`config.mk`:
```
export PLATFORM = sky130hd
export DESIGN_NAME = intel_hex_record_parser_top_flat
export DESIGN_NICKNAME = d
export VERILOG_FILES = /design/src/hw/rtl/ihex_pkg.sv /design/src/hw/rtl/ihex_if.sv /design/src/hw/rtl/ihex_in_stage.sv /design/src/hw/rtl/ihex_parser.sv /design/src/hw/rtl/ihex_out_stage.sv /design/src/hw/rtl/intel_hex_record_parser_top.sv /design/src/flat_wrapper.sv
export SDC_FILE = /design/constraint.sdc
export NUM_CORES = 1
export LEC_CHECK = 0
export ABC_AREA = 1
export BUFFER_PORTS_ARGS = -buffer_cell sky130_fd_sc_hd__buf_2
export CAP_MARGIN = 40
export CELL_PAD_IN_SITES_DETAIL_PLACEMENT = 2
export CELL_PAD_IN_SITES_GLOBAL_PLACEMENT = 2
export CORE_MARGIN = 3
export CORE_UTILIZATION = 36
export DETAILED_ROUTE_END_ITERATION = 12
export GPL_ROUTABILITY_DRIVEN = 0
export GPL_TIMING_DRIVEN = 0
export HOLD_SLACK_MARGIN = 0.1
export PLACE_DENSITY_LB_ADDON = 0.1
export SLEW_MARGIN = 30
export SYNTH_ARGS = -nofsm -noshare
export SYNTH_HDL_FRONTEND = slang
export SYNTH_SLANG_ARGS = --single-unit
```
`constraint.sdc`:
```
create_clock -name clk -period 3.6 [get_ports clk]
set_input_delay 1.08 -clock clk [delete_from_list [all_inputs] [get_ports clk]]
set_output_delay 1.08 -clock clk [all_outputs]
set_load 0.01 [all_outputs]
```
`src/hw/rtl/ihex_pkg.sv`:
```
// Package with the shared types, constants and helpers of the Intel HEX parser.
package ihex_pkg;

  localparam int unsigned POS_W = 10;

  localparam logic [POS_W-1:0] POS_WAIT = '0;
  localparam logic [POS_W-1:0] POS_TAIL = '1;
  localparam logic [POS_W-1:0] POS_FIRST = POS_W'(1);
  localparam logic [POS_W-1:0] D_COUNT_LO = POS_W'(1);
  localparam logic [POS_W-1:0] D_ADDR_HI_LO = POS_W'(3);
  localparam logic [POS_W-1:0] D_ADDR_LO_LO = POS_W'(5);
  localparam logic [POS_W-1:0] D_TYPE_LO = POS_W'(7);
  localparam logic [POS_W-1:0] FIRST_DATA_DIGIT = POS_W'(8);
  localparam logic [POS_W-1:0] CHK_BASE = POS_W'(9);

  localparam logic [7:0] CH_COLON = 8'h3A;
  localparam logic [7:0] CH_SPACE = 8'h20;
  localparam logic [7:0] CH_TAB = 8'h09;
  localparam logic [7:0] CH_CR = 8'h0D;
  localparam logic [7:0] CH_LF = 8'h0A;

  localparam logic [7:0] REC_DATA = 8'h00;
  localparam logic [7:0] REC_EOF = 8'h01;

  localparam logic KIND_CHAR = 1'b0;
  localparam logic KIND_END = 1'b1;

  typedef enum logic [2:0] {
    ST_DATA_BYTE = 3'd0,
    ST_DATA_OK   = 3'd1,
    ST_EOF_OK    = 3'd2,
    ST_FORMAT    = 3'd3,
    ST_CHECKSUM  = 3'd4,
    ST_DONE_OK   = 3'd5,
    ST_DONE_FAIL = 3'd6
  } status_t;

  typedef struct packed {
    logic       kind;
    logic [7:0] char_code;
  } item_t;

  typedef struct packed {
    status_t     status;
    logic [15:0] address;
    logic [7:0]  data_byte;
  } result_t;

  typedef struct packed {
    logic       ok;
    logic [3:0] nib;
  } hex_digit_t;

  function automatic hex_digit_t hex_value(input logic [7:0] c);
    hex_digit_t h;
    h.ok  = 1'b1;
    h.nib = '0;
    if (c >= 8'h30 && c <= 8'h39) begin
      h.nib = c[3:0];
    end else if ((c >= 8'h41 && c <= 8'h46) || (c >= 8'h61 && c <= 8'h66)) begin
      h.nib = c[3:0] + 4'd9;
    end else begin
      h.ok = 1'b0;
    end
    return h;
  endfunction

endpackage

```
`src/hw/rtl/ihex_if.sv`:
```
// Handshake interfaces for the character input and result output channels.
interface ihex_char_if;
  logic       valid;
  logic       ready;
  logic       kind;
  logic [7:0] char_code;

  modport source (output valid, output kind, output char_code, input ready);
  modport sink (input valid, input kind, input char_code, output ready);
endinterface

interface ihex_result_if;
  logic        valid;
  logic        ready;
  logic [2:0]  status;
  logic [15:0] address;
  logic [7:0]  data_byte;

  modport source (output valid, output status, output address, output data_byte,
                  input ready);
  modport sink (input valid, input status, input address, input data_byte,
                output ready);
endinterface

```
`src/hw/rtl/ihex_in_stage.sv`:
```
// Input register that captures one word and passes it on when the parser advances.
module ihex_in_stage
  import ihex_pkg::*;
(
  input  logic  clk,
  input  logic  rst,
  ihex_char_if.sink char_in,
  input  logic  advance,
  output logic  item_valid,
  output item_t item
);

  logic  held_valid;
  item_t held;

  assign char_in.ready = !held_valid || advance;
  assign item_valid    = held_valid;
  assign item          = held;

  always_ff @(posedge clk) begin
    if (rst) begin
      held_valid <= 1'b0;
    end else if (char_in.ready) begin
      held_valid <= char_in.valid;
    end
  end

  always_ff @(posedge clk) begin
    if (char_in.valid && char_in.ready) begin
      held.kind      <= char_in.kind;
      held.char_code <= char_in.char_code;
    end
  end

endmodule

```
`src/hw/rtl/ihex_parser.sv`:
```
// Record parser state and the combinational update for one character or end word.
module ihex_parser
  import ihex_pkg::*;
(
  input  logic    clk,
  input  logic    rst,
  input  logic    step,
  input  item_t   item,
  output logic    res_valid,
  output result_t res
);

  logic [POS_W-1:0] char_position, char_position_next;
  logic [3:0]       high_nibble, high_nibble_next;
  logic [7:0]       rec_len, rec_len_next;
  logic [15:0]      record_address, record_address_next;
  logic [7:0]       record_type, record_type_next;
  logic [7:0]       running_sum, running_sum_next;
  logic             eof_seen, eof_seen_next;
  logic             error_flag, error_flag_next;

  hex_digit_t       hd;
  logic [POS_W-1:0] d;
  logic [POS_W-1:0] chk_digit;
  logic [POS_W-1:0] idx;
  logic [7:0]       value;
  logic [7:0]       sum_new;
  logic [7:0]       c;
  logic             ok;

  assign c         = item.char_code;
  assign hd        = hex_value(c);
  assign d         = char_position - POS_FIRST;
  assign chk_digit = CHK_BASE + {1'b0, rec_len, 1'b0};
  assign idx       = (d - FIRST_DATA_DIGIT) >> 1;
  assign value     = {high_nibble, hd.nib};
  assign sum_new   = running_sum + value;
  assign ok        = !error_flag && eof_seen &&
                     (char_position == POS_WAIT || char_position == POS_TAIL);

  always_comb begin
    char_position_next  = char_position;
    high_nibble_next    = high_nibble;
    rec_len_next        = rec_len;
    record_address_next = record_address;
    record_type_next    = record_type;
    running_sum_next    = running_sum;
    eof_seen_next       = eof_seen;
    error_flag_next     = error_flag;
    res_valid           = 1'b0;
    res.status          = ST_DATA_BYTE;
    res.address         = '0;
    res.data_byte       = '0;

    if (item.kind == KIND_END) begin
      char_position_next  = POS_WAIT;
      high_nibble_next    = '0;
      rec_len_next        = '0;
      record_address_next = '0;
      record_type_next    = '0;
      running_sum_next    = '0;
      eof_seen_next       = 1'b0;
      error_flag_next     = 1'b0;
      res_valid           = 1'b1;
      res.status          = ok ? ST_DONE_OK : ST_DONE_FAIL;
    end else if (error_flag || eof_seen) begin
      // Everything after an error or an end-of-file record is dropped.
    end else if (char_position == POS_TAIL) begin
      if (c == CH_CR || c == CH_LF) begin
        char_position_next = POS_WAIT;
      end
    end else if (char_position == POS_WAIT) begin
      if (c == CH_SPACE || c == CH_TAB || c == CH_CR || c == CH_LF) begin
        // Whitespace between records.
      end else if (c != CH_COLON) begin
        error_flag_next = 1'b1;
        res_valid       = 1'b1;
        res.status      = ST_FORMAT;
      end else begin
        char_position_next  = POS_FIRST;
        running_sum_next    = '0;
        rec_len_next        = '0;
        record_address_next = '0;
        record_type_next    = '0;
        high_nibble_next    = '0;
      end
    end else if (!hd.ok) begin
      error_flag_next    = 1'b1;
      char_position_next = POS_WAIT;
      res_valid          = 1'b1;
      res.status         = ST_FORMAT;
    end else begin
      char_position_next = char_position + POS_FIRST;
      if (!d[0]) begin
        high_nibble_next = hd.nib;
      end else begin
        running_sum_next = sum_new;
        if (d == D_COUNT_LO) begin
          rec_len_next = value;
        end else if (d == D_ADDR_HI_LO) begin
          record_address_next = {value, 8'h00};
        end else if (d == D_ADDR_LO_LO) begin
          record_address_next = {record_address[15:8], value};
        end else if (d == D_TYPE_LO) begin
          record_type_next = value;
          if (value != REC_DATA && value != REC_EOF) begin
            error_flag_next    = 1'b1;
            char_position_next = POS_WAIT;
            res_valid          = 1'b1;
            res.status         = ST_FORMAT;
          end
        end else if (d < chk_digit) begin
          if (record_type == REC_DATA) begin
            res_valid     = 1'b1;
            res.status    = ST_DATA_BYTE;
            res.address   = record_address + 16'(idx);
            res.data_byte = value;
          end
        end else if (sum_new != 8'h00) begin
          error_flag_next    = 1'b1;
          char_position_next = POS_WAIT;
          res_valid          = 1'b1;
          res.status         = ST_CHECKSUM;
          res.address        = record_address;
        end else begin
          char_position_next = POS_TAIL;
          res_valid          = 1'b1;
          res.address        = record_address;
          if (record_type == REC_EOF) begin
            eof_seen_next = 1'b1;
            res.status    = ST_EOF_OK;
          end else begin
            res.status = ST_DATA_OK;
          end
        end
      end
    end
  end

  always_ff @(posedge clk) begin
    if (rst) begin
      char_position  <= POS_WAIT;
      high_nibble    <= '0;
      rec_len        <= '0;
      record_address <= '0;
      record_type    <= '0;
      running_sum    <= '0;
      eof_seen       <= 1'b0;
      error_flag     <= 1'b0;
    end else if (step) begin
      char_position  <= char_position_next;
      high_nibble    <= high_nibble_next;
      rec_len        <= rec_len_next;
      record_address <= record_address_next;
      record_type    <= record_type_next;
      running_sum    <= running_sum_next;
      eof_seen       <= eof_seen_next;
      error_flag     <= error_flag_next;
    end
  end

endmodule

```
`src/hw/rtl/ihex_out_stage.sv`:
```
// Result register that holds one word until the downstream side takes it.
module ihex_out_stage
  import ihex_pkg::*;
(
  input  logic    clk,
  input  logic    rst,
  input  logic    load,
  input  result_t res,
  output logic    free,
  ihex_result_if.source result_out
);

  logic    held_valid;
  result_t held;

  assign free                 = !held_valid || result_out.ready;
  assign result_out.valid     = held_valid;
  assign result_out.status    = held.status;
  assign result_out.address   = held.address;
  assign result_out.data_byte = held.data_byte;

  always_ff @(posedge clk) begin
    if (rst) begin
      held_valid <= 1'b0;
    end else if (free) begin
      held_valid <= load;
    end
  end

  always_ff @(posedge clk) begin
    if (free && load) begin
      held <= res;
    end
  end

endmodule

```
`src/hw/rtl/intel_hex_record_parser_top.sv`:
```
// Intel HEX record parser: one character word per cycle, results on a registered port.
// A word is registered in the input stage, then its result in the result stage.
// Throughput: one input word per cycle while the result side is not stalled.
// Stalls on the result side hold the input register and the parser state in place.
// Synchronous reset returns the parser to waiting for a colon with no error or eof.
module intel_hex_record_parser_top
  import ihex_pkg::*;
(
  input  logic clk,
  input  logic rst,
  ihex_char_if.sink     char_in,
  ihex_result_if.source result_out
);

  logic    item_valid;
  item_t   item;
  logic    free;
  logic    step;
  logic    res_valid;
  result_t res;

  assign step = item_valid && free;

  ihex_in_stage u_in (
    .clk        (clk),
    .rst        (rst),
    .char_in    (char_in),
    .advance    (free),
    .item_valid (item_valid),
    .item       (item)
  );

  ihex_parser u_parser (
    .clk       (clk),
    .rst       (rst),
    .step      (step),
    .item      (item),
    .res_valid (res_valid),
    .res       (res)
  );

  ihex_out_stage u_out (
    .clk        (clk),
    .rst        (rst),
    .load       (step && res_valid),
    .res        (res),
    .free       (free),
    .result_out (result_out)
  );

endmodule

```
`src/flat_wrapper.sv`:
```
// flat-port wrapper written by rule: the top's interface ports become plain ports
module intel_hex_record_parser_top_flat import ihex_pkg::*;
  (clk, rst, char_in_valid, char_in_kind, char_in_char_code, char_in_ready, result_out_valid, result_out_status, result_out_address, result_out_data_byte, result_out_ready);
  ihex_char_if char_in_i ();
  ihex_result_if result_out_i ();
  input  logic clk;
  input  logic rst;
  input wire logic [$bits(char_in_i.valid)-1:0] char_in_valid;
  input wire logic [$bits(char_in_i.kind)-1:0] char_in_kind;
  input wire logic [$bits(char_in_i.char_code)-1:0] char_in_char_code;
  output wire logic [$bits(char_in_i.ready)-1:0] char_in_ready;
  output wire logic [$bits(result_out_i.valid)-1:0] result_out_valid;
  output wire logic [$bits(result_out_i.status)-1:0] result_out_status;
  output wire logic [$bits(result_out_i.address)-1:0] result_out_address;
  output wire logic [$bits(result_out_i.data_byte)-1:0] result_out_data_byte;
  input wire logic [$bits(result_out_i.ready)-1:0] result_out_ready;
  assign char_in_i.valid = char_in_valid;
  assign char_in_i.kind = char_in_kind;
  assign char_in_i.char_code = char_in_char_code;
  assign char_in_ready = char_in_i.ready;
  assign result_out_valid = result_out_i.valid;
  assign result_out_status = result_out_i.status;
  assign result_out_address = result_out_i.address;
  assign result_out_data_byte = result_out_i.data_byte;
  assign result_out_i.ready = result_out_ready;
  intel_hex_record_parser_top u_core (.clk(clk), .rst(rst), .char_in(char_in_i), .result_out(result_out_i));
endmodule
```
# After elaboration in Yosys (flattened, before gate mapping)
# Cells that the tools add are included.
# totals
regBits	94
latch_bits	0
mem_bits_rw	0
mem_bits_ro	0
input_bits	13
output_inout_bits	29
word_cells	257
mem_count	0
# op_classes
addsub	7
mul	0
div	0
order_cmp	7
eq_ne	38
n_shift	0
muxes	140
bitwise_logic	3
reduce_logical	46
# op_table
operator	n
27-bit 2-to-1 mux	17
8-bit 2-to-1 mux	27
10-bit 2-to-1 mux	16
16-bit 2-to-1 mux	10
24-bit 2-to-1 mux	4
1-bit 2-to-1 mux	45
4-bit 2-to-1 mux	10
19-bit 2-to-1 mux	2
8-bit by 4-bit == test with 1-bit output, second input constant	3
10-bit by 3-bit == test with 1-bit output, second input constant	2
4-bit by 3-bit != test with 1-bit output, second input constant	5
2-bit by 1-bit != test with 1-bit output, second input constant	9
9-bit AND reduction	2
16-bit by 9-bit adder with 16-bit output	1
8-bit by 7-bit >= comparator with 1-bit output, second input constant	2
8-bit by 7-bit <= comparator with 1-bit output, second input constant	2
8-bit nonzero test	2
3-bit by 2-bit != test with 1-bit output, second input constant	5
3-bit nonzero test	5
7-bit AND reduction	2
13-bit AND reduction	1
3-bit 2-to-1 mux	4
12-bit AND reduction	1
11-bit AND reduction	1
other kinds (34)	63

# Depth between registers and ports, before layout
# Gate-level depths: netlist of run 1.
# depth
depth_word	28
mapped_depth	26
mapped_depth_nobuf	26

# Hierarchy
# A second synthesis of run 1 with hierarchy kept.
# unflattened
cells_unflattened	852
area_unflattened_um2	6231.0
# modules_own_cells
module	n_inst	cells_per_inst	area_each_um2	seq_area_each_um2
ihex_parser	1	800	5037.3	1121.1
ihex_out_stage	1	33	858.3	830.8
ihex_in_stage	1	15	317.8	290.3
intel_hex_record_parser_top	1	4	17.5	0.0

# Least setup slack after synthesis of run 1
# No wires, ideal clock.
# synth_timing
path_type	reg-to-reg
startpoint	register u_core.u_parser.char_position[0]
endpoint	register u_core.u_out.held, in the netlist u_core.u_out.result_out.address[0], enable pin
setup_time_ps	382
arrival_time_ps	2932
required_ps	3218
setup_slack_ps	287
stages_incl_launch_ff	20
path_buffers	1
synth_period_minus_slack_ps	3313
path_cell_list	dfxtp_1 > inv_2 > buf_6 > ha_1 > nand2_2 > nor2_1 > nand2_1 > nand2_2 > ha_1 > nand2_1 > nor2_1 > nand4_1 > nor2_1 > nand3b_1 > nor2_1 > inv_1 > o21ai_0 > nand2_1 > nand2_1 > inv_1
# synth_between
elab_chain_cells	15
word_cells_on_any_way	21
classes_between	add/sub: 1; order compare: 1; eq/ne: 5; mux: 11; reduce/logical: 3
# synth_lines
item	line	text
start: declaration	ihex_parser.sv:13	logic [POS_W-1:0] char_position, char_position_next;
start signal: assignment	ihex_parser.sv:151	char_position <= char_position_next;
10-bit by 1-bit subtractor with 10-bit output	ihex_parser.sv:33	assign d = char_position - POS_FIRST;
10-bit < comparator	ihex_parser.sv:112	end else if (d < chk_digit) begin
1-bit 2-to-1 mux	ihex_parser.sv:112	
1-bit 2-to-1 mux	ihex_parser.sv:104	end else if (d == D_TYPE_LO) begin
1-bit 2-to-1 mux	ihex_parser.sv:102	end else if (d == D_ADDR_LO_LO) begin
1-bit 2-to-1 mux	ihex_parser.sv:100	end else if (d == D_ADDR_HI_LO) begin
1-bit 2-to-1 mux	ihex_parser.sv:98	if (d == D_COUNT_LO) begin
1-bit 2-to-1 mux	ihex_parser.sv:94	if (!d[0]) begin
1-bit 2-to-1 mux	ihex_parser.sv:87	end else if (!hd.ok) begin
1-bit 2-to-1 mux	ihex_parser.sv:72	end else if (char_position == POS_WAIT) begin
1-bit 2-to-1 mux *	ihex_parser.sv:68	end else if (char_position == POS_TAIL) begin
1-bit 2-to-1 mux *	ihex_parser.sv:66	end else if (error_flag || eof_seen) begin
1-bit 2-to-1 mux *	ihex_parser.sv:55	if (item.kind == KIND_END) begin
1-bit logical AND *	intel_hex_record_parser_top.sv:45	.load (step && res_valid),
1-bit logical AND *	ihex_out_stage.sv:31	if (free && load) begin
end signal: assignment	ihex_out_stage.sv:32	held <= res;
end: declaration	ihex_out_stage.sv:14	result_t held;
# Every way passes the cells marked *; elsewhere a longest branch is shown, timed or not.
# A chain may end at the register's enable or synchronous reset.

# Worst setup path after layout of run 1
# layout_timing
startpoint	register u_core.u_in.held, in the netlist u_core.u_in.item[0]
endpoint	register u_core.u_parser.char_position[1]
# layout_between
elab_chain_cells	19
word_cells_on_any_way	46
classes_between	add/sub: 2; order compare: 6; eq/ne: 9; mux: 17; reduce/logical: 12
# layout_lines
item	line	text
start: declaration	ihex_in_stage.sv:14	item_t held;
8-bit by 7-bit >= comparator with 1-bit output / 8-bit by 7-bit <= comparator with 1-bit output (equally long branches)	ihex_pkg.sv:60	end else if ((c >= 8'h41 && c <= 8'h46) || (c >= 8'h61 && c <= 8'h66)) begin
1-bit logical AND	ihex_pkg.sv:60	
1-bit logical OR	ihex_pkg.sv:60	
4-bit 2-to-1 mux	ihex_pkg.sv:60	
4-bit 2-to-1 mux	ihex_pkg.sv:58	if (c >= 8'h30 && c <= 8'h39) begin
8-bit adder	ihex_parser.sv:37	assign sum_new = running_sum + value;
8-bit nonzero test	ihex_parser.sv:119	end else if (sum_new != 8'h00) begin
10-bit 2-to-1 mux	ihex_parser.sv:119	
[... 3 more ...]	-	
10-bit 2-to-1 mux	ihex_parser.sv:100	
10-bit 2-to-1 mux	ihex_parser.sv:98	
10-bit 2-to-1 mux	ihex_parser.sv:94	
10-bit 2-to-1 mux	ihex_parser.sv:87	
10-bit 2-to-1 mux	ihex_parser.sv:72	
10-bit 2-to-1 mux	ihex_parser.sv:68	
10-bit 2-to-1 mux	ihex_parser.sv:66	
10-bit 2-to-1 mux	ihex_parser.sv:55	
# Parallel ways exist; a longest one is shown, timed or not. The select of a mux whose other input is x is not followed.

==> reports/qor.yml, run 1 <==
status: "finished with violations"
failed_checks: "setup timing"
startpoint_type: "flip-flop"
max_cap_viol_count: 0
critPathMaxFanout: 5
min_period_ns: 3.77
ant_nets: 0
ioPinCount: 42
synth_area_um2: 6330
synth-seq-cells: 94
synthFlopType: "dfxtp_1"
antenna_found_initial: 0
syn_area_per_cell_um2: 7.37
h-tree-depth: 3
power.density_nw_per_um2: 339
fin_nets: 992
diodes: 0
critPathMaxStageDelay_ns: 0.50
cts_inserted_buffers: 9
crit_path_top_delay_cell: "fa_1"
drtIter0Drc: 293
core_area_um2: 16900
required_ns: 3.88
portBuffers: 40
synthAdderAreaFrac_pct: 7.35
synth-edff-count: 36
grt_usage_pct: 22.7
path_cells: "buf_6, ha_4, nand2_4, nor2_4, o21ai_4, inv_2, o21ai_4, inv_2, ha_4, fa_1, or2_4, nor2_4, nand3_2, nor2_2, nand4_1, nand3_2, nand2_4, nand2_4, nand2_2, nand2_2, nand3_2, a21oi_2"
whs_ns: 0.477
drv_slew: 0
post-dp-hpwl_mm: 16.9
synth_top_family_by_area: "simple AND/OR/NAND/NOR gates"
wire_per_inst_um: 20.3
setup_violations: 15
cts_tree: "done"
critical_path_arrival_ns: 4.04
synth_compound_area_share_pct: 13.4
cts_buffer_depth: 2
die_h_um: 139
area_growth_pct: 22.8
cts.clk_slew.worst_paths_ns: 0.07
vias: 6271
postCtsHoldBufs: 0
max_slew.worst_pin.slew_ns: 0.882
rsz0062_at_grt: "true"
grt_pass1_vias: 6787
synthSimpleGateAreaFrac_pct: 31.4
fin_skew_ns: 0.00524
synth.top_cell.area_share_pct: 18.3
stdcell_count: 1168
clock-root-buffer: "clkbuf_16"
synth_top_area_cell: "dfxtp_1"
viasPerCell: 5.37
synth.area.mux_share_pct: 0
synth-xor-area-share_pct: 3.16
yosys_warnings: 0
crit_type: "reg2reg"
slew_headroom_pct: 41.2
rows: 47
drt_wl_total_mm: 23.7
setup_slack_ns: -0.165
netlist_instances: 859
synthTopCellsByArea: "dfxtp_1 (18%), edfxtp_1 (17%), nand2_1 (11%)"
clock_sinks: 94
insertion_delay_ns: 0.36
overflow: 0
fmax_mhz: 266
initial_core_util_pct: 37.5
die_area_um2: 19200
hold_viol: 0
min_path_type: "reg2reg"
ir_worst_vdd_mv: 0.226
grt_pass1_wl_mm: 35.6
ys_seq_area_share_pct: 35.4
die_x_um: 139
dr.pass1.iters: 4
drcViolationCount: 0
synthDistinctLibCells: 51
post-route-period-util_pct: 105
finalPower_mw: 2.63
drive_gt1_share_pct: 25.5
synthesis.nets: 908
grt_max_degree: 28
dp_cells: 1119
fillers: 1935
async_reset_ff_share_pct: 0
critical_path.endpoint_type: "flip-flop"
p_leak_nw: 3.32
-- per-stage QoR --
stage	TNS [ns]	area [µm²]	utilization, %	worst slack [ns]
4_1_cts	0	7370	43.7	0.00663
2_1_floorplan	0	6330	-	0.287
3_5_place_dp	-29.19	6800	40.3	-0.892
5_1_grt	-3.55	7770	46.1	-0.290
6_report	-1.50	7770	46.1	-0.165
3_3_place_gp	-29.16	6800	40.3	-0.735
-- cells by family (layout without fill, tap and decap cells) --
logic type | count (synthesis) | count (layout)
XOR/XNOR | 22 | 22
AND/OR/NAND/NOR | 415 | 415
AO/OA/AOI/OAI | 150 | 150
flip-flops | 94 | 94
adder cells (fa/ha/maj) | 36 | 36
buffers and inverters | 142 | 231
-- worst paths after layout --
| kind | from | endpoint | slack (ns) | cells after the start |
|---|---|---|---|---|
| worst max-delay path | u_core.u_in.item[0] | u_core.u_parser.char_position[1] | -0.17 | 22 |
| worst min-delay path | u_core.u_parser.running_sum[6] | u_core.u_parser.running_sum[6] | 0.48 | 2 |
| worst max register to register | u_core.u_in.item[0] | u_core.u_parser.char_position[1] | -0.17 | 22 |
| worst min register to register | u_core.u_parser.running_sum[6] | u_core.u_parser.running_sum[6] | 0.48 | 2 |
-- Yosys cell counts (11+ instances only) --
master	number
a21oi_1	71
dfxtp_1	58
edfxtp_1	36
ha_1	34
inv_1	111
inv_2	11
nand2_1	179
nand3_1	54
nand4_1	23
nor2_1	97
nor3_1	11
o21ai_0	41
o21ai_1	13
xor2_1	17
-- power breakdown --
| group | leakage, nW | internal (mW) | total (mW) | switching, mW |
|---|---|---|---|---|
| registers | 0.823 | 1.15 | 1.18 | 0.0331 |
| logic | 2.35 | 0.159 | 0.466 | 0.307 |
| clock network | 0.144 | 0.520 | 0.988 | 0.468 |
| total | 3.32 | 1.83 | 2.63 | 0.808 |
-- cell usage in the layout, fill, tap and decap left out, types with 10 or more instances in the layout --
cell type,netlist,final
dfxtp_1,58,56
nand3_2,6,18
buf_2,2,42
a21oi_2,1,12
nor2_1,97,90
xor2_1,17,17
edfxtp_1,36,36
ha_1,34,26
nand2_2,10,18
nand4_1,23,23
buf_4,3,33
nor2_4,9,13
inv_1,111,102
o21ai_1,13,17
clkbuf_16,0,10
inv_2,11,19
o21ai_0,41,32
a21oi_1,71,60
nand2_1,179,165
nand3_1,54,40
-- critical path: cells and delay by family (launching register included) --
kind / cells / cell delay [ns]
AND/OR/NAND/NOR: 13 / 1.51
AO/OA/AOI/OAI: 3 / 0.51
adder cells (fa/ha/maj): 3 / 0.84
flip-flops: 1 / 0.46
buffers and inverters: 3 / 0.33
-- layout make-up --
class	instances	area (µm²)	area share, %
clock buffer	10	250	3.22
inverter	123	474	6.10
sequential	94	2250	28.9
timing repair buffer	73	459	5.91
tap	220	275	3.54
multi-input combinational	623	3890	50.1
buffer	19	124	1.59
clock inverter	6	48.8	0.628
-- timing repair --
item                       CTS  global route
setup buffers               14            19
setup endpoints to repair   65            64
gates resized for setup     53            62
pin swaps                   15            33
-- routing by layer --
layer / up-vias / GRT usage (%) / part of all wire [%]
met2: 117 / 40.6 / 51
met3: 35 / 3.10 / 3.3
met5: - / 0 / 0
li1: 3003 / - / -
met1: 3116 / 28.5 / 44
met4: 0 / 6.45 / 1.7
-- registers in the layout, indices dropped and copies added (netlist names) --
register / flops
u_core.u_in.item: 9
u_core.u_in.item_valid: 1
u_core.u_out.result_out.address: 16
u_core.u_out.result_out.data_byte: 8
u_core.u_out.result_out.status: 3
u_core.u_out.result_out.valid: 1
u_core.u_parser.char_position: 10
u_core.u_parser.eof_seen: 1
u_core.u_parser.error_flag: 1
u_core.u_parser.high_nibble: 4
u_core.u_parser.rec_len: 8
u_core.u_parser.record_address: 16
u_core.u_parser.record_type: 8
u_core.u_parser.running_sum: 8
Note: power is estimated with default switching activity, not from simulation.
==> run 2: changes to the inputs <==
--- a/config.mk
+++ b/config.mk
@@ -17,6 +17,7 @@
 export GPL_TIMING_DRIVEN = 0
 export HOLD_SLACK_MARGIN = 0.1
 export PLACE_DENSITY_LB_ADDON = 0.1
+export RECOVER_POWER = 100
 export SLEW_MARGIN = 30
 export SYNTH_ARGS = -nofsm -noshare
 export SYNTH_HDL_FRONTEND = slang
==> run 2 against run 1 <==
The run still ends with setup timing left. Largest cell class unchanged. Non-clock buffer count stayed put. Via count is 0.53% lower. Maximum frequency is 0.46% higher. Final area is 0.55% lower. Combinational power is 0.9% lower. Wire length hardly changed. Critical path type unchanged. Core utilization is 0.25 points lower. Total power hardly changed. Sequential power hardly changed. Critical path depth stayed put. Flip-flop and latch count stayed put. Hold slack better by 0.0013 ns.
==> reports/qor.yml, run 2 (synthesis results as in run 1) <==
cts_buffer_depth: 2
drv_slew: 0
whs_ns: 0.479
diodes: 0
vias: 6238
p_switching_uw: 811
layout_commonest_cell: "nand2_1"
die_x_um: 139
setup_violations: 15
hold_viol: 0
ioPinCount: 42
swShare_pct: 30.8
seq_power_share_pct: 44.8
cts_tree: "done"
initial_core_util_pct: 37.5
clock-root-buffer: "clkbuf_16"
viasPerCell: 5.34
post-dp-hpwl_mm: 16.9
grt_max_degree: 28
crit_path_top_delay_cell: "fa_1"
critical_path_arrival_ns: 4.02
ant_nets: 0
setup_slack_ns: -0.148
rows: 47
startpoint_type: "flip-flop"
min_path_type: "reg2reg"
drt_wl_total_mm: 23.7
status: "finished with violations"
wire_per_inst_um: 20.3
area_growth_pct: 22.2
critPathMaxFanout: 5
min_period_ns: 3.75
max_slew.worst_pin.slew_ns: 0.866
p_leak_nw: 3.23
fin_nets: 992
max_cap_viol_count: 0
grt_pass1_wl_mm: 35.6
core_area_um2: 16900
critPathMaxStageDelay_ns: 0.50
drcViolationCount: 0
h-tree-depth: 3
clock_sinks: 94
die_h_um: 139
failed_checks: "setup timing"
clkPwrFrac_pct: 37.6
ir_worst_vdd_mv: 0.226
power.density_nw_per_um2: 340
setup_tns_ns: -1.17
comb_power_share_pct: 17.5
grt_usage_pct: 22.7
slew_headroom_pct: 42.3
drive_gt1_share_pct: 22.5
insertion_delay_ns: 0.36
cp_top_family: "simple AND/OR/NAND/NOR gates"
path_cells: "buf_6, ha_4, nand2_4, nor2_4, o21ai_4, inv_2, o21ai_4, inv_2, ha_4, fa_1, or2_4, nor2_4, nand3_2, nor2_2, nand4_1, nand3_2, nand2_4, nand2_4, nand2_2, nand2_2, nand3_2, a21oi_2"
fin_skew_ns: 0.00459
portBuffers: 40
final_cell_mix: "nand2_1 (165), inv_1 (102), nor2_1 (90), a21oi_1 (60), dfxtp_1 (56)"
antenna_found_initial: 0
drtIter0Drc: 240
place_area_um2: 6800
required_ns: 3.88
dr.pass1.iters: 4
die_area_um2: 19200
crit_type: "reg2reg"
critical_path.endpoint_type: "flip-flop"
grt_pass1_vias: 6787
cts_inserted_buffers: 9
intPower_mw: 1.82
fmax_mhz: 267
cts.clk_slew.worst_paths_ns: 0.07
critical_path_buf_inv_count: 3
post-route-cell-area_um2: 7730
overflow: 0
post-place-ws_ns: -0.892
finalPower_mw: 2.63
rsz0062_at_grt: "true"
post-route-period-util_pct: 104
## run 2: worst register-to-register path, stage by stage (launching register included)
cell and delay (ns):
edfxtp_1 0.45, buf_6 0.17, ha_4 0.17, nand2_4 0.07, nor2_4 0.05, o21ai_4 0.20
inv_2 0.08, o21ai_4 0.16, inv_2 0.08, ha_4 0.18, fa_1 0.50, or2_4 0.29
nor2_4 0.11, nand3_2 0.07, nor2_2 0.10, nand4_1 0.24, nand3_2 0.20, nand2_4 0.08
nand2_4 0.11, nand2_2 0.06, nand2_2 0.06, nand3_2 0.07, a21oi_2 0.15
## run 2: path summary, 6_finish.rpt
check	from	endpoint	slack [ns]	cells after the start
max	u_core.u_in.item[0]	u_core.u_parser.char_position[1]	-0.15	22
min	u_core.u_parser.running_sum[6]	u_core.u_parser.running_sum[6]	0.48	2
max reg2reg	u_core.u_in.item[0]	u_core.u_parser.char_position[1]	-0.15	22
min reg2reg	u_core.u_parser.running_sum[6]	u_core.u_parser.running_sum[6]	0.48	2
## run 2: power by group through the flow
stage	clock, mW	combinational [mW]	sequential (mW)
finish	0.991	0.462	1.18
global route	1.04	0.511	1.18
CTS	0.997	0.408	1.18
detailed placement	0	0.362	1.20
global placement	0	0.342	1.20
floorplan	0	0.239	1.20
## run 2: through the flow
step / util [%] / cells
3_5_place_dp: 40.3 / 1119
2_1_floorplan: - / 859
3_3_place_gp: 40.3 / 1119
5_1_grt: 45.8 / 1168
6_report: 45.8 / 1168
4_1_cts: 43.7 / 1149
## run 2: layout make-up
cell class	instances	area, µm²
timing repair buffer	73	424
clock inverter	6	48.8
multi-input combinational	623	3890
buffer	19	116
inverter	123	474
fill	1961	9150
tap	220	275
clock buffer	10	250
sequential	94	2250
## run 2: repair_timing
action / 4_1_cts / 5_1_grt
endpoints found under the setup margin: 65 / 64
resized for setup: 53 / 62
buffers inserted: 14 / 19
hold buffers: 0 / 0
pin swaps: 15 / 33
## run 2: layer usage
layer | part of all wire [%] | GRT usage [%] | up-vias
met5 | 0 | 0 | -
met4 | 1.6 | 6.45 | 0
met3 | 2.5 | 3.10 | 31
met2 | 51 | 40.6 | 100
met1 | 44 | 28.5 | 3101
li1 | - | - | 3006
==> run 3: changes to the inputs <==
--- a/config.mk
+++ b/config.mk
@@ -10,7 +10,7 @@
 export CAP_MARGIN = 40
 export CELL_PAD_IN_SITES_DETAIL_PLACEMENT = 2
 export CELL_PAD_IN_SITES_GLOBAL_PLACEMENT = 2
-export CORE_MARGIN = 3
+export CORE_MARGIN = 2
 export CORE_UTILIZATION = 36
 export DETAILED_ROUTE_END_ITERATION = 12
 export GPL_ROUTABILITY_DRIVEN = 0
@@ -22,3 +22,4 @@
 export SYNTH_ARGS = -nofsm -noshare
 export SYNTH_HDL_FRONTEND = slang
 export SYNTH_SLANG_ARGS = --single-unit
+export TNS_END_PERCENT = 1
==> run 3 against run 2 <==
Worst setup slack worse by 0.048 ns. Sequential power about the same. Critical path type unchanged. Non-clock buffer count up 11. Clock-buffer cell count unchanged. Register-to-register slack worse by 0.05 ns. Die area down 2.9%. Critical path depth down 1. The run still ends with setup timing left.
==> reports/qor.yml, run 3 (synthesis results as in run 1) <==
swShare_pct: 31.5
critical_path.endpoint_type: "flip-flop"
clkPwrFrac_pct: 36.5
post-route-period-util_pct: 105
startpoint_type: "flip-flop"
viasPerCell: 5.38
crit_start: "u_core.u_in.item[7]"
clock-root-buffer: "clkbuf_16"
r2r_slack_ns: -0.20
cts_inserted_buffers: 9
seq_power_share_pct: 45.0
r2r-end: "u_core.u_parser.char_position[7]"
antenna_found_initial: 0
grt_pass1_wl_mm: 36.4
crit_path_top_delay_cell: "fa_2"
intPower_mw: 1.80
path_cells: "inv_1, nand2_1, nor3_2, nand3_4, nand2_2, o21ai_4, inv_2, ha_4, fa_2, or2_4, nor2_4, nand3_2, nor2_2, nand4_1, nand3_2, nand2_4, nand2_4, nand3_1, nand2_1, nand2_1, a21oi_1"
drt_wl_total_mm: 25.2
h-tree-depth: 3
dr.pass1.iters: 4
cp_common_cell: "nand2_1"
cts_tree: "done"
setup_violations: 14
layout_commonest_cell: "nand2_1"
crit_type: "reg2reg"
drcViolationCount: 0
endpoint: "u_core.u_parser.char_position[7]"
core_area_um2: 17200
cts.clk_slew.worst_paths_ns: 0.07
ant_nets: 0
fillers: 1943
slew_headroom_pct: 46.3
comb_power_share_pct: 18.5
min_path_type: "reg2reg"
setup_tns_ns: -1.34
post-dp-hpwl_mm: 17.0
overflow: 0
p_switching_uw: 825
fin_skew_ns: 0.0103
initial_core_util_pct: 36.7
cp.depth: 21
failed_checks: "setup timing"
hold_viol: 0
die_x_um: 137
required_ns: 3.89
critical_path_buf_inv_count: 2
max_slew.worst_pin.slew_ns: 0.797
die_h_um: 137
wire_per_inst_um: 21.3
r2r-start: "u_core.u_in.item[7]"
setup_slack_ns: -0.197
whs_ns: 0.481
grt_max_degree: 28
grt_pass1_vias: 6885
rows: 48
place_area_um2: 6810
power.density_nw_per_um2: 337
final_cell_mix: "nand2_1 (164), inv_1 (102), nor2_1 (89), a21oi_1 (64), dfxtp_1 (56)"
fin_nets: 1003
grt_usage_pct: 25.4
ir_worst_vdd_mv: 0.257
insertion_delay_ns: 0.37
critical_path_arrival_ns: 4.08
fmax_mhz: 263
worstHoldStart: "u_core.u_parser.eof_seen"
p_leak_nw: 3.27
postCtsHoldBufs: 0
cp_top_family: "simple AND/OR/NAND/NOR gates"
ff2ff_path_depth: 21
max_cap_viol_count: 0
cts_buffer_depth: 2
clock_sinks: 94
rsz0062_at_grt: "true"
die_area_um2: 18700
portBuffers: 40
min_period_ns: 3.80
status: "finished with violations"
diodes: 0
drtIter0Drc: 185
drv_slew: 0
vias: 6368
drive_gt1_share_pct: 22.8
critPathMaxFanout: 5
critPathMaxStageDelay_ns: 0.46
utilization_pct: 45.2
post-route-cell-area_um2: 7790
area_growth_pct: 23.2
ioPinCount: 42
## run 3: changes by cell type in the layout (fill, tap and decap cells not counted), moves of 2 or more
| cell | change |
|---|---|
| nand2_4 | -3 |
| a21oi_2 | -5 |
| nand2_2 | +4 |
| buf_4 | +9 |
| o21ai_0 | +2 |
| a21oi_1 | +4 |
| nand3_1 | +3 |
| nand3_4 | +3 |
| nand3_2 | -6 |
| buf_6 | +2 |
| nor2_2 | +2 |
| clkbuf_1 | +2 |
## run 3: worst min-delay path, stage by stage (launching register included)
cell and delay [ns]:
dfxtp_1 0.33, inv_1 0.05, a21oi_1 0.06
## run 3: per-layer routing
| layer | global-route usage, % | wire (µm) | up-vias | share of wire, % |
|---|---|---|---|---|
| met3 | 3.56 | 822 | 53 | 3.3 |
| met2 | 47.7 | 13200 | 137 | 52 |
| met1 | 29.8 | 10500 | 3153 | 42 |
| li1 | - | - | 3025 | - |
| met4 | 7.47 | 719 | 0 | 2.9 |
| met5 | 0 | 0 | - | 0 |
## run 3: repair_timing
action | CTS | global route
resized for setup | 43 | 73
setup endpoints to repair | 65 | 63
gates cloned | 0 | 0
setup buffers | 29 | 16
pin swaps | 17 | 35
## run 3: worst min path at each step
| stage | end | slack [ns] | depth (start not counted) |
|---|---|---|---|
| 2_1_floorplan | u_core.u_parser.rec_len[1] | 0.44 | 2 |
| 3_3_place_gp | u_core.u_parser.record_type[0] | 0.45 | 2 |
| 3_5_place_dp | u_core.u_parser.eof_seen | 0.47 | 2 |
| 4_1_cts | u_core.u_parser.eof_seen | 0.48 | 2 |
| 5_1_grt | u_core.u_parser.eof_seen | 0.50 | 2 |
| 6_report | u_core.u_parser.eof_seen | 0.48 | 2 |
## run 3: metrics by stage
step / total power, mW / instances / setup slack [ns]
6_report: 2.62 / 1184 / -0.197
5_1_grt: 2.72 / 1184 / -0.319
4_1_cts: 2.55 / 1169 / -0.0150
3_5_place_dp: 1.57 / 1124 / -0.766
3_3_place_gp: 1.54 / 1124 / -0.713
2_1_floorplan: 1.44 / 859 / 0.287
## run 3: layout make-up
| class | count | area, µm² | share of cell area, % |
|---|---|---|---|
| clock buffers | 10 | 229 | 2.94 |
| multi-input cells | 623 | 3870 | 49.6 |
| inverters | 123 | 469 | 6.02 |
| clock inverters | 6 | 53.8 | 0.690 |
| plain buffers | 19 | 130 | 1.67 |
| flip-flops and latches | 94 | 2250 | 28.9 |
| well taps | 225 | 282 | 3.61 |
| repair buffers | 84 | 513 | 6.58 |
## run 3: power groups by stage
stage          logic (mW)  clock network [mW]  registers [mW]
2_1_floorplan       0.239                   0            1.20
3_3_place_gp        0.341                   0            1.20
3_5_place_dp        0.362                   0            1.20
4_1_cts             0.411               0.958            1.18
5_1_grt             0.529                1.00            1.19
6_report            0.485               0.959            1.18
